[config.mk]
export PLATFORM = sky130hd
export DESIGN_NAME = arithmetic_range_encoder
export DESIGN_NICKNAME = d
export VERILOG_FILES = /design/src/rtl/core/are_pkg.sv /design/src/rtl/core/are_front.sv /design/src/rtl/core/are_div.sv /design/src/rtl/core/are_back.sv /design/src/rtl/core/arithmetic_range_encoder.sv
export SDC_FILE = /design/constraint.sdc
export NUM_CORES = 2
export LEC_CHECK = 0
export ABC_AREA = 0
export BUFFER_PORTS_ARGS = -buffer_cell sky130_fd_sc_hd__buf_4
export CORE_AREA = 2 2 374 376
export DETAILED_ROUTE_END_ITERATION = 8
export DIE_AREA = 0 0 376 378
export GPL_TIMING_DRIVEN = 1
export SLEW_MARGIN = 20
export SYNTH_ARGS = -nofsm -noshare
export SYNTH_HDL_FRONTEND = slang
export SYNTH_SLANG_ARGS = --single-unit
[constraint.sdc]
create_clock -name clock -period 8.7 [get_ports clock]
set_input_delay 0.87 -clock clock [delete_from_list [all_inputs] [get_ports clock]]
set_output_delay 0.87 -clock clock [all_outputs]
set_load 0.02 [all_outputs]
[src/rtl/core/are_pkg.sv]
package are_pkg;

   localparam int CodeBits = 16;
   localparam int FreqBits = 14;
   localparam int IvBits = CodeBits + 1;
   localparam int ProdBits = FreqBits + IvBits;
   localparam int FollowBits = 32;
   localparam int TailBits = 5;
   localparam int QueueDepth = 2;

   localparam logic [IvBits-1:0] CodeOne = IvBits'(1) << CodeBits;
   localparam logic [IvBits-1:0] CodeHalf = IvBits'(1) << (CodeBits - 1);
   localparam logic [IvBits-1:0] CodeQuarter = IvBits'(1) << (CodeBits - 2);
   localparam logic [IvBits-1:0] CodeThreeQ = CodeHalf + CodeQuarter;
   localparam logic [TailBits-1:0] PadBits = TailBits'(16);

   typedef enum logic [1:0] {
      OP_START = 2'd0,
      OP_ENCODE = 2'd1,
      OP_FINISH = 2'd2,
      OP_UNUSED = 2'd3
   } op_type;

   // Command handed from the front part to the back part.
   typedef struct packed {
      op_type operation;
      logic [FreqBits-1:0] range_low;
      logic [FreqBits-1:0] range_high;
      logic [FreqBits-1:0] range_total;
   } cmd_type;

endpackage

[src/rtl/core/are_front.sv]
module are_front (
   input  logic clock,
   input  logic reset,
   input  logic req_valid,
   output logic req_stall,
   input  logic [1:0] req_operation,
   input  logic [are_pkg::FreqBits-1:0] req_range_low,
   input  logic [are_pkg::FreqBits-1:0] req_range_high,
   input  logic [are_pkg::FreqBits-1:0] req_range_total,
   output logic cmd_valid,
   output are_pkg::cmd_type cmd_word,
   input  logic cmd_take
);
   import are_pkg::*;

   cmd_type queue_ff [QueueDepth];
   logic rd_ptr_ff, rd_ptr_in, wr_ptr_ff, wr_ptr_in;
   logic [1:0] fill_ff, fill_in;
   logic keep, push, pop;
   cmd_type incoming;

   assign req_stall = (fill_ff == 2'(QueueDepth));

   always_comb begin
      incoming.operation = op_type'(req_operation);
      incoming.range_low = req_range_low;
      incoming.range_high = req_range_high;
      incoming.range_total = req_range_total;
      // Bad encode words and the unused code are dropped here.
      keep = 1'b1;
      unique case (incoming.operation)
         OP_ENCODE: keep = (req_range_total != '0) && (req_range_low < req_range_high)
                           && (req_range_high <= req_range_total);
         OP_UNUSED: keep = 1'b0;
         default: keep = 1'b1;
      endcase
   end

   assign push = req_valid && !req_stall && keep;
   assign pop = cmd_valid && cmd_take;
   assign cmd_valid = (fill_ff != 2'd0);
   assign cmd_word = queue_ff[rd_ptr_ff];
   assign rd_ptr_in = pop ? ~rd_ptr_ff : rd_ptr_ff;
   assign wr_ptr_in = push ? ~wr_ptr_ff : wr_ptr_ff;
   assign fill_in = fill_ff + 2'(push) - 2'(pop);

   always_ff @(posedge clock) begin
      if (reset) begin
         rd_ptr_ff <= 1'b0;
         wr_ptr_ff <= 1'b0;
         fill_ff <= 2'd0;
      end else begin
         rd_ptr_ff <= rd_ptr_in;
         wr_ptr_ff <= wr_ptr_in;
         fill_ff <= fill_in;
      end
   end

   always_ff @(posedge clock) begin
      if (push) begin
         queue_ff[wr_ptr_ff] <= incoming;
      end
   end

endmodule

[src/rtl/core/are_div.sv]
module are_div (
   input  logic clock,
   input  logic reset,
   input  logic start,
   input  logic [are_pkg::ProdBits-1:0] dividend,
   input  logic [are_pkg::FreqBits-1:0] divisor,
   output logic done,
   output logic [are_pkg::ProdBits-1:0] quotient
);
   import are_pkg::*;

   localparam int CntBits = $clog2(ProdBits + 1);

   logic [ProdBits-1:0] quo_ff, quo_in;
   logic [FreqBits:0] rem_ff, rem_in;
   logic [CntBits-1:0] cnt_ff, cnt_in;
   logic busy_ff, busy_in;
   logic [FreqBits:0] trial;

   // Restoring division, one quotient bit per cycle.
   always_comb begin
      quo_in = quo_ff;
      rem_in = rem_ff;
      cnt_in = cnt_ff;
      busy_in = busy_ff;
      trial = '0;
      if (start) begin
         quo_in = dividend;
         rem_in = '0;
         cnt_in = CntBits'(ProdBits);
         busy_in = 1'b1;
      end else if (busy_ff) begin
         trial = {rem_ff[FreqBits-1:0], quo_ff[ProdBits-1]};
         if (trial >= {1'b0, divisor}) begin
            rem_in = trial - {1'b0, divisor};
            quo_in = {quo_ff[ProdBits-2:0], 1'b1};
         end else begin
            rem_in = trial;
            quo_in = {quo_ff[ProdBits-2:0], 1'b0};
         end
         cnt_in = cnt_ff - 1'b1;
         busy_in = (cnt_ff != CntBits'(1));
      end
   end

   assign done = busy_ff && (cnt_ff == CntBits'(1));
   assign quotient = quo_in;

   always_ff @(posedge clock) begin
      if (reset) begin
         busy_ff <= 1'b0;
         cnt_ff <= '0;
      end else begin
         busy_ff <= busy_in;
         cnt_ff <= cnt_in;
      end
      quo_ff <= quo_in;
      rem_ff <= rem_in;
   end

endmodule

[src/rtl/core/are_back.sv]
module are_back (
   input  logic clock,
   input  logic reset,
   input  logic cmd_valid,
   input  are_pkg::cmd_type cmd_word,
   output logic cmd_take,
   output logic rsp_valid,
   input  logic rsp_stall,
   output logic rsp_lead_valid,
   output logic rsp_lead_bit,
   output logic [are_pkg::FollowBits-1:0] rsp_follow_count,
   output logic [are_pkg::TailBits-1:0] rsp_tail_zeros,
   output logic rsp_last
);
   import are_pkg::*;

   typedef enum logic [2:0] {
      ST_IDLE, ST_MUL_HI, ST_DIV_HI, ST_MUL_LO, ST_DIV_LO, ST_NORM
   } state_type;

   state_type state_ff;
   logic [IvBits-1:0] low_ff, high_ff, range_ff, new_high_ff;
   logic [FollowBits-1:0] pend_ff;
   cmd_type cmd_ff;
   logic [ProdBits-1:0] prod_ff;
   logic div_start_ff;
   logic div_done;
   logic [ProdBits-1:0] quotient;
   logic out_free;
   logic out_load;
   logic emit_now, middle_now;
   logic [FollowBits-1:0] pend_inc;

   logic held_ff, held_bit_ff;
   logic [FollowBits-1:0] held_follow_ff;

   logic rv_ff, rlv_ff, rbit_ff, rlast_ff;
   logic [FollowBits-1:0] rfollow_ff;
   logic [TailBits-1:0] rtail_ff;

   are_div u_div (
      .clock(clock), .reset(reset), .start(div_start_ff),
      .dividend(prod_ff), .divisor(cmd_ff.range_total),
      .done(div_done), .quotient(quotient)
   );

   assign out_free = !rv_ff || !rsp_stall;
   assign cmd_take = (state_ff == ST_IDLE) && out_free;
   assign pend_inc = (pend_ff == '1) ? pend_ff : pend_ff + 1'b1;
   assign emit_now = (high_ff <= CodeHalf) || (low_ff >= CodeHalf);
   assign middle_now = (low_ff >= CodeQuarter) && (high_ff <= CodeThreeQ);

   always_comb begin
      unique case (state_ff)
         ST_IDLE: out_load = cmd_valid && out_free && (cmd_word.operation == OP_FINISH);
         ST_NORM: out_load = held_ff && out_free && (emit_now || !middle_now);
         default: out_load = 1'b0;
      endcase
   end

   assign rsp_valid = rv_ff;
   assign rsp_lead_valid = rlv_ff;
   assign rsp_lead_bit = rbit_ff;
   assign rsp_follow_count = rfollow_ff;
   assign rsp_tail_zeros = rtail_ff;
   assign rsp_last = rlast_ff;

   always_ff @(posedge clock) begin
      if (reset) begin
         state_ff <= ST_IDLE;
         low_ff <= '0;
         high_ff <= CodeOne;
         pend_ff <= '0;
         rv_ff <= 1'b0;
         held_ff <= 1'b0;
         div_start_ff <= 1'b0;
      end else begin
         div_start_ff <= 1'b0;
         rv_ff <= out_load || (rv_ff && rsp_stall);
         unique case (state_ff)
            ST_IDLE: begin
               if (cmd_valid && out_free) begin
                  cmd_ff <= cmd_word;
                  unique case (cmd_word.operation)
                     OP_START: begin
                        low_ff <= '0;
                        high_ff <= CodeOne;
                        pend_ff <= '0;
                     end
                     OP_ENCODE: begin
                        range_ff <= high_ff - low_ff;
                        state_ff <= ST_MUL_HI;
                     end
                     OP_FINISH: begin
                        rtail_ff <= PadBits;
                        rlast_ff <= 1'b1;
                        if (low_ff == '0 && high_ff == CodeOne && pend_ff == '0) begin
                           rlv_ff <= 1'b0;
                           rbit_ff <= 1'b0;
                           rfollow_ff <= '0;
                        end else if (low_ff == '0) begin
                           rlv_ff <= 1'b1;
                           rbit_ff <= 1'b0;
                           rfollow_ff <= pend_ff;
                        end else if (high_ff == CodeOne) begin
                           rlv_ff <= 1'b1;
                           rbit_ff <= 1'b1;
                           rfollow_ff <= pend_ff;
                        end else begin
                           rlv_ff <= 1'b1;
                           rbit_ff <= (low_ff >= CodeQuarter);
                           rfollow_ff <= pend_inc;
                        end
                        pend_ff <= '0;
                     end
                     default: ;
                  endcase
               end
            end
            ST_MUL_HI: begin
               prod_ff <= ProdBits'(cmd_ff.range_high) * ProdBits'(range_ff);
               div_start_ff <= 1'b1;
               state_ff <= ST_DIV_HI;
            end
            ST_DIV_HI: begin
               if (div_done) begin
                  new_high_ff <= low_ff + IvBits'(quotient);
                  state_ff <= ST_MUL_LO;
               end
            end
            ST_MUL_LO: begin
               prod_ff <= ProdBits'(cmd_ff.range_low) * ProdBits'(range_ff);
               div_start_ff <= 1'b1;
               state_ff <= ST_DIV_LO;
            end
            ST_DIV_LO: begin
               if (div_done) begin
                  low_ff <= low_ff + IvBits'(quotient);
                  high_ff <= new_high_ff;
                  state_ff <= ST_NORM;
               end
            end
            ST_NORM: begin
               // One doubling step per cycle unless a held bit waits on a stalled response
               // register. An emitted bit is held back until the next emitted bit or the end
               // of renormalization shows whether it is the last word of this input.
               if (emit_now) begin
                  if (!held_ff || out_free) begin
                     if (held_ff) begin
                        rlv_ff <= 1'b1;
                        rbit_ff <= held_bit_ff;
                        rfollow_ff <= held_follow_ff;
                        rtail_ff <= '0;
                        rlast_ff <= 1'b0;
                     end
                     held_ff <= 1'b1;
                     held_bit_ff <= (high_ff > CodeHalf);
                     held_follow_ff <= pend_ff;
                     pend_ff <= '0;
                     if (high_ff <= CodeHalf) begin
                        low_ff <= low_ff << 1;
                        high_ff <= high_ff << 1;
                     end else begin
                        low_ff <= (low_ff - CodeHalf) << 1;
                        high_ff <= (high_ff - CodeHalf) << 1;
                     end
                  end
               end else if (middle_now) begin
                  pend_ff <= pend_inc;
                  low_ff <= (low_ff - CodeQuarter) << 1;
                  high_ff <= (high_ff - CodeQuarter) << 1;
               end else if (!held_ff || out_free) begin
                  if (held_ff) begin
                     rlv_ff <= 1'b1;
                     rbit_ff <= held_bit_ff;
                     rfollow_ff <= held_follow_ff;
                     rtail_ff <= '0;
                     rlast_ff <= 1'b1;
                  end
                  held_ff <= 1'b0;
                  state_ff <= ST_IDLE;
               end
            end
            default: state_ff <= ST_IDLE;
         endcase
      end
   end

endmodule

[src/rtl/core/arithmetic_range_encoder.sv]
// Binary arithmetic encoder with a 16-bit code interval. Each word carries an
// operation: start clears the interval, encode narrows it by a cumulative
// frequency range and renormalizes, finish emits the closing bit, when one is
// needed, and 16 zero pad bits. Every emitted bit is one response word with
// its pending follow count; rsp_last marks the final word of an input. A
// two-entry queue sits between the input side and the encoder. An encode word
// makes two passes of the shared bit-serial divider, each a load and then a
// 31-bit quotient, before renormalization, and an emitted bit waits while the
// response register is stalled. Start and finish are taken only once the
// response register is free.
module arithmetic_range_encoder (
   input  logic clock,
   input  logic reset,
   input  logic req_valid,
   output logic req_stall,
   input  logic [1:0] req_operation,
   input  logic [13:0] req_range_low,
   input  logic [13:0] req_range_high,
   input  logic [13:0] req_range_total,
   output logic rsp_valid,
   input  logic rsp_stall,
   output logic rsp_lead_valid,
   output logic rsp_lead_bit,
   output logic [31:0] rsp_follow_count,
   output logic [4:0] rsp_tail_zeros,
   output logic rsp_last
);
   import are_pkg::*;

   logic cmd_valid, cmd_take;
   cmd_type cmd_word;

   are_front u_front (
      .clock(clock), .reset(reset), .req_valid(req_valid), .req_stall(req_stall),
      .req_operation(req_operation), .req_range_low(req_range_low),
      .req_range_high(req_range_high), .req_range_total(req_range_total),
      .cmd_valid(cmd_valid), .cmd_word(cmd_word), .cmd_take(cmd_take)
   );

   are_back u_back (
      .clock(clock), .reset(reset), .cmd_valid(cmd_valid), .cmd_word(cmd_word),
      .cmd_take(cmd_take), .rsp_valid(rsp_valid), .rsp_stall(rsp_stall),
      .rsp_lead_valid(rsp_lead_valid), .rsp_lead_bit(rsp_lead_bit),
      .rsp_follow_count(rsp_follow_count), .rsp_tail_zeros(rsp_tail_zeros),
      .rsp_last(rsp_last)
   );

   a_pad_only_finish: assert property (@(posedge clock) disable iff (reset)
      rsp_valid && rsp_tail_zeros != '0 |-> rsp_last && rsp_tail_zeros == PadBits)
      else $error("pad bits on a non-final word");
   a_no_lead_no_follow: assert property (@(posedge clock) disable iff (reset)
      rsp_valid && !rsp_lead_valid |-> rsp_follow_count == '0 && rsp_tail_zeros == PadBits)
      else $error("empty word outside finish");
   a_take_needs_word: assert property (@(posedge clock) disable iff (reset)
      cmd_take && cmd_valid |=> !(rsp_valid && rsp_lead_valid && !rsp_last
         && rsp_tail_zeros != '0))
      else $error("bad word after command");

endmodule
==> impl_results.md <==
- Primary flip-flop cell chosen by synthesis mapping: sky130_fd_sc_hd__edfxtp_1
- Total Routing Usage GR: 12.4%
- Launch instance of the worst register-to-register path: u_back.range_ff[3]
- Slowest Stage Delay on Critical Path: 1.08 ns
- Maximum number of pins on one net before global-route repair: 63
- Detailed-placement wirelength estimate: 66.4 mm
- Via count normalized by instance count: 4.61
- Critical path depth: 22
- Worst-case reg-to-reg path depth: 22
- Count of distinct cell types in the synthesized netlist: 77
- Layout Cells excl Fill: 5316
- CTS tree: yes
- Required time worst endpoint: 9.02 ns
- DRT Pass-1 Iters: 5
- Routed wirelength normalized by instance count: 16.4 um
- Launch point of the critical path: u_back.range_ff[3]
- Maximum capacitance violations: 0
- Cell type group with the largest total delay on the critical path: adder cells
- Filler cells: 14.5k
- Antenna Cells: 0
- Library cell used as clock root buffer: sky130_fd_sc_hd__clkbuf_16
- Later-pin clock latency in the skew report: 0.59 ns
- Via count of the first global-routing pass: 25.4k
- Most frequent cells in the layout: sky130_fd_sc_hd__inv_1, sky130_fd_sc_hd__nand2_1, sky130_fd_sc_hd__fa_1, sky130_fd_sc_hd__edfxtp_1, sky130_fd_sc_hd__ha_1
- Worst Tran Pin Value: 1.18 ns
- Fin Clk Skew: 0.0315 ns
- Post-cts gate resize count: 0
- Syn nets: 4149
- Last element of the critical path: u_back.prod_ff[29]
- Yosys warning count: 0
- Total clock buffers created by CTS: 42
- Worst slack, placed: 1.37 ns
- Starting DRT DRC Count: 1727
- CTS hold repair buffers: 0
- Routability congestion estimate from global placement: 0.862
- Remaining antenna violation count after routing: 0
- Kind of critical path: reg2reg
- Overflow left after global routing: 0
- Outcome: complete, no violations
- Setup total negative slack: 0 ns
- Fin. max-slew vios: 0
- Final layout net count: 4156
- First-pass GRT wire length: 141 mm
- Antenna violations before repair: 0
- Cell with the largest stage delay on the worst path: sky130_fd_sc_hd__edfxtp_1
- Setup slack of the worst register-to-register path: 1.39 ns
- Minimum setup slack in the final design: 1.39 ns
- Cell area after synthesis: 34400 um2
- Synthesis-to-finish area growth: 11.6%
- Height of the chip: 378 um
- Multi-input gate area: 21200 um2
- DP Cell Count: 5238
- Chain of cells forming the critical path: nand2_1 > fa_1 > inv_1 > ha_1 > inv_1 > fa_1 > inv_1 > fa_1 > fa_1 > inv_1 > fa_1 > inv_1 > ha_1 > a21o_1 > a21o_1 > a31oi_1 > nor3_1 > a21oi_1 > o21ai_0 > a221oi_1 > xor2_1 > mux2i_1
- Clock transition at the register clock pins on the worst setup and hold paths after CTS: 0.06 ns
- Setup repair after global routing missed its margin: no
- Detailed-route DRC error count: 0
- Share of the clock period used by the worst path after layout: 84.0%
- Min Clock Period, post-route: 7.31 ns
- I/O pin cnt: 90
- Crit path capture type: flip-flop
- Syn_area_per_cell: 9.90 um2
- Async set or reset register ratio after synthesis: 0%
- Initial Util: 24.8%
- Final number of setup-violating endpoints: 0
- Proportion of layout cells with a drive suffix above 1: 8.01%
- Die outline area: 142000 um2
- FF+latch area: 10800 um2
- Port buffer count: 89
- Critical Path AT: 7.62 ns
- Startpoint types: flip-flop
- Max-Slew Margin vs Limit: 21.3%
- Fin. Hold Viols: 0
- Number of enable-type register cells in the synthesized netlist: 282
- Seq cells post-synth: 396
- Critical path buffers and inverters: 5
- Die boundary width: 376 um
- Total wire length after detailed routing: 87.1 mm
- Placeable core region: 139000 um2
- Fraction of the yosys area taken by sequential cells: 31.3%
- Number of cells produced by synthesis: 3469
- Setup repair bufs after CTS: 0
- Critical R2R Capture: u_back.prod_ff[29]
- Most common cell after layout, fill and taps aside: sky130_fd_sc_hd__inv_1
- Longest Clk Path Bufs: 3
- Vias after detailed routing: 24.5k
- Std-Cell Rows: 137
- Critical path fanouts, max: 28
- CTS sink cnt: 396
- Worst Hold Class: in2reg
- FMAX: 0.137 GHz
- H-tree depth: 2
==> state kept, by name, summed over array words and instances, names as in the netlist, 2 cells and up, named ones only <==
name	cells
u_back.cmd_ff	42
u_back.held_follow_ff	32
u_back.high_ff	17
u_back.low_ff	17
u_back.new_high_ff	17
u_back.pend_ff	32
u_back.prod_ff	31
u_back.range_ff	17
u_back.rsp_follow_count	32
u_back.rsp_tail_zeros	5
u_back.state_ff	3
u_back.u_div.cnt_ff	5
u_back.u_div.quo_ff	31
u_back.u_div.rem_ff	14
u_front.fill_ff	2
u_front.queue_ff	88
==> stage by stage <==
| step | util [%] | hold slack (ns) | area [um2] |
|---|---|---|---|
| after floorplan | - | 0.403 | 34400 |
| after global placement | 26.7 | 0.481 | 37000 |
| after detailed placement | 26.7 | 0.493 | 37000 |
| after CTS | 27.7 | 0.436 | 38300 |
| after global routing | 27.7 | 0.457 | 38400 |
| final | 27.7 | 0.473 | 38400 |
==> metal layers <==
layer | GRT usage (%) | routed length (um) | vias up | part of all wire (%)
met5 | 0 | 0 | - | 0
met4 | 5.12 | 3530 | 0 | 4.1
li1 | - | - | 11500 | -
met3 | 2.05 | 4440 | 163 | 5.1
met2 | 21.0 | 41600 | 538 | 48
met1 | 15.6 | 37500 | 12300 | 43
==> area by class of cell <==
class                           instances  area share, %
Sequential cell                       396           28.0
Inverter                              484           4.74
Timing Repair Buffer                  134           2.66
Tap cell                             1807           5.89
Clock inverter                         18          0.320
Clock buffer                           59           3.18
Multi-Input combinational cell       2418           55.2
==> Yosys cell counts (5+ instances only) <==
cell / n / area, um2
sky130_fd_sc_hd__or3_1: 12 / 75.1
sky130_fd_sc_hd__nor4_1: 19 / 119
sky130_fd_sc_hd__nor3_1: 49 / 245
sky130_fd_sc_hd__xor2_1: 56 / 490
sky130_fd_sc_hd__o21bai_1: 11 / 82.6
sky130_fd_sc_hd__xnor2_1: 76 / 666
sky130_fd_sc_hd__a22o_1: 15 / 131
sky130_fd_sc_hd__nand2b_1: 16 / 100
sky130_fd_sc_hd__mux2i_1: 30 / 300
sky130_fd_sc_hd__and3_1: 28 / 175
sky130_fd_sc_hd__o21a_1: 14 / 105
sky130_fd_sc_hd__nand3_1: 43 / 215
sky130_fd_sc_hd__a21o_1: 45 / 338
sky130_fd_sc_hd__o31ai_1: 14 / 105
sky130_fd_sc_hd__o21ai_0: 129 / 646
sky130_fd_sc_hd__nor2_1: 148 / 556
sky130_fd_sc_hd__nor2b_1: 21 / 131
sky130_fd_sc_hd__inv_1: 484 / 1820
sky130_fd_sc_hd__buf_2: 12 / 60.1
sky130_fd_sc_hd__a21oi_1: 112 / 561
sky130_fd_sc_hd__o211a_1: 5 / 50.1
sky130_fd_sc_hd__fa_1: 357 / 7150
sky130_fd_sc_hd__o211ai_1: 7 / 52.6
sky130_fd_sc_hd__a211o_1: 6 / 52.6
sky130_fd_sc_hd__clkbuf_1: 141 / 529
sky130_fd_sc_hd__o21ai_1: 12 / 60.1
sky130_fd_sc_hd__a221oi_1: 30 / 263
sky130_fd_sc_hd__a211oi_1: 40 / 300
sky130_fd_sc_hd__edfxtp_1: 282 / 8470
sky130_fd_sc_hd__buf_1: 11 / 41.3
sky130_fd_sc_hd__a31oi_1: 24 / 150
sky130_fd_sc_hd__mux2_2: 46 / 518
sky130_fd_sc_hd__nor3b_1: 14 / 105
sky130_fd_sc_hd__a311oi_1: 14 / 123
sky130_fd_sc_hd__or2_2: 7 / 43.8
sky130_fd_sc_hd__dfxtp_1: 114 / 2280
sky130_fd_sc_hd__nand4_1: 18 / 113
sky130_fd_sc_hd__and2_1: 220 / 1380
sky130_fd_sc_hd__nand2_1: 442 / 1660
sky130_fd_sc_hd__buf_4: 5 / 37.5
sky130_fd_sc_hd__ha_1: 275 / 3440
==> worst min-delay path by stage <==
stage,start,to,slack (ns),depth (start not counted)
detailed placement,u_back.high_ff[0],u_back.high_ff[0],0.49,2
global route,req_range_low[0],u_front.queue_ff[0][28],0.46,1
finish,req_range_low[0],u_front.queue_ff[0][28],0.47,1
floorplan,u_back.pend_ff[14],u_back.held_follow_ff[14],0.40,0
global placement,u_back.high_ff[0],u_back.high_ff[0],0.48,2
CTS,req_range_low[0],u_front.queue_ff[0][28],0.44,1
==> cell families after synthesis <==
family                     after synthesis  share of synthesized area [%]
AOI/OAI and AO/OA                      520                           10.0
DFF                                    396                           31.3
xor gates and xnor gates               132                           3.37
adders and majority gates              632                           30.8
buffers and inverters                  655                           7.28
muxes                                   77                           2.45
and+or+nand+nor                       1057                           14.8
==> worst reg2reg max path, stage by stage, from the launching register on <==
cell	delay [ns]
sky130_fd_sc_hd__edfxtp_1	1.08
sky130_fd_sc_hd__nand2_1	0.20
sky130_fd_sc_hd__fa_1	0.57
sky130_fd_sc_hd__inv_1	0.04
sky130_fd_sc_hd__ha_1	0.27
sky130_fd_sc_hd__inv_1	0.05
sky130_fd_sc_hd__fa_1	0.54
sky130_fd_sc_hd__inv_1	0.06
sky130_fd_sc_hd__fa_1	0.52
sky130_fd_sc_hd__fa_1	0.55
sky130_fd_sc_hd__inv_1	0.06
sky130_fd_sc_hd__fa_1	0.54
sky130_fd_sc_hd__inv_1	0.05
sky130_fd_sc_hd__ha_1	0.38
sky130_fd_sc_hd__a21o_1	0.24
sky130_fd_sc_hd__a21o_1	0.16
sky130_fd_sc_hd__a31oi_1	0.34
sky130_fd_sc_hd__nor3_1	0.12
sky130_fd_sc_hd__a21oi_1	0.37
sky130_fd_sc_hd__o21ai_0	0.24
sky130_fd_sc_hd__a221oi_1	0.37
sky130_fd_sc_hd__xor2_1	0.19
sky130_fd_sc_hd__mux2i_1	0.10
Power is left out: the tool's default activity adds up to more than one toggle a clock period on the data nets, which glitch-free logic cannot reach.
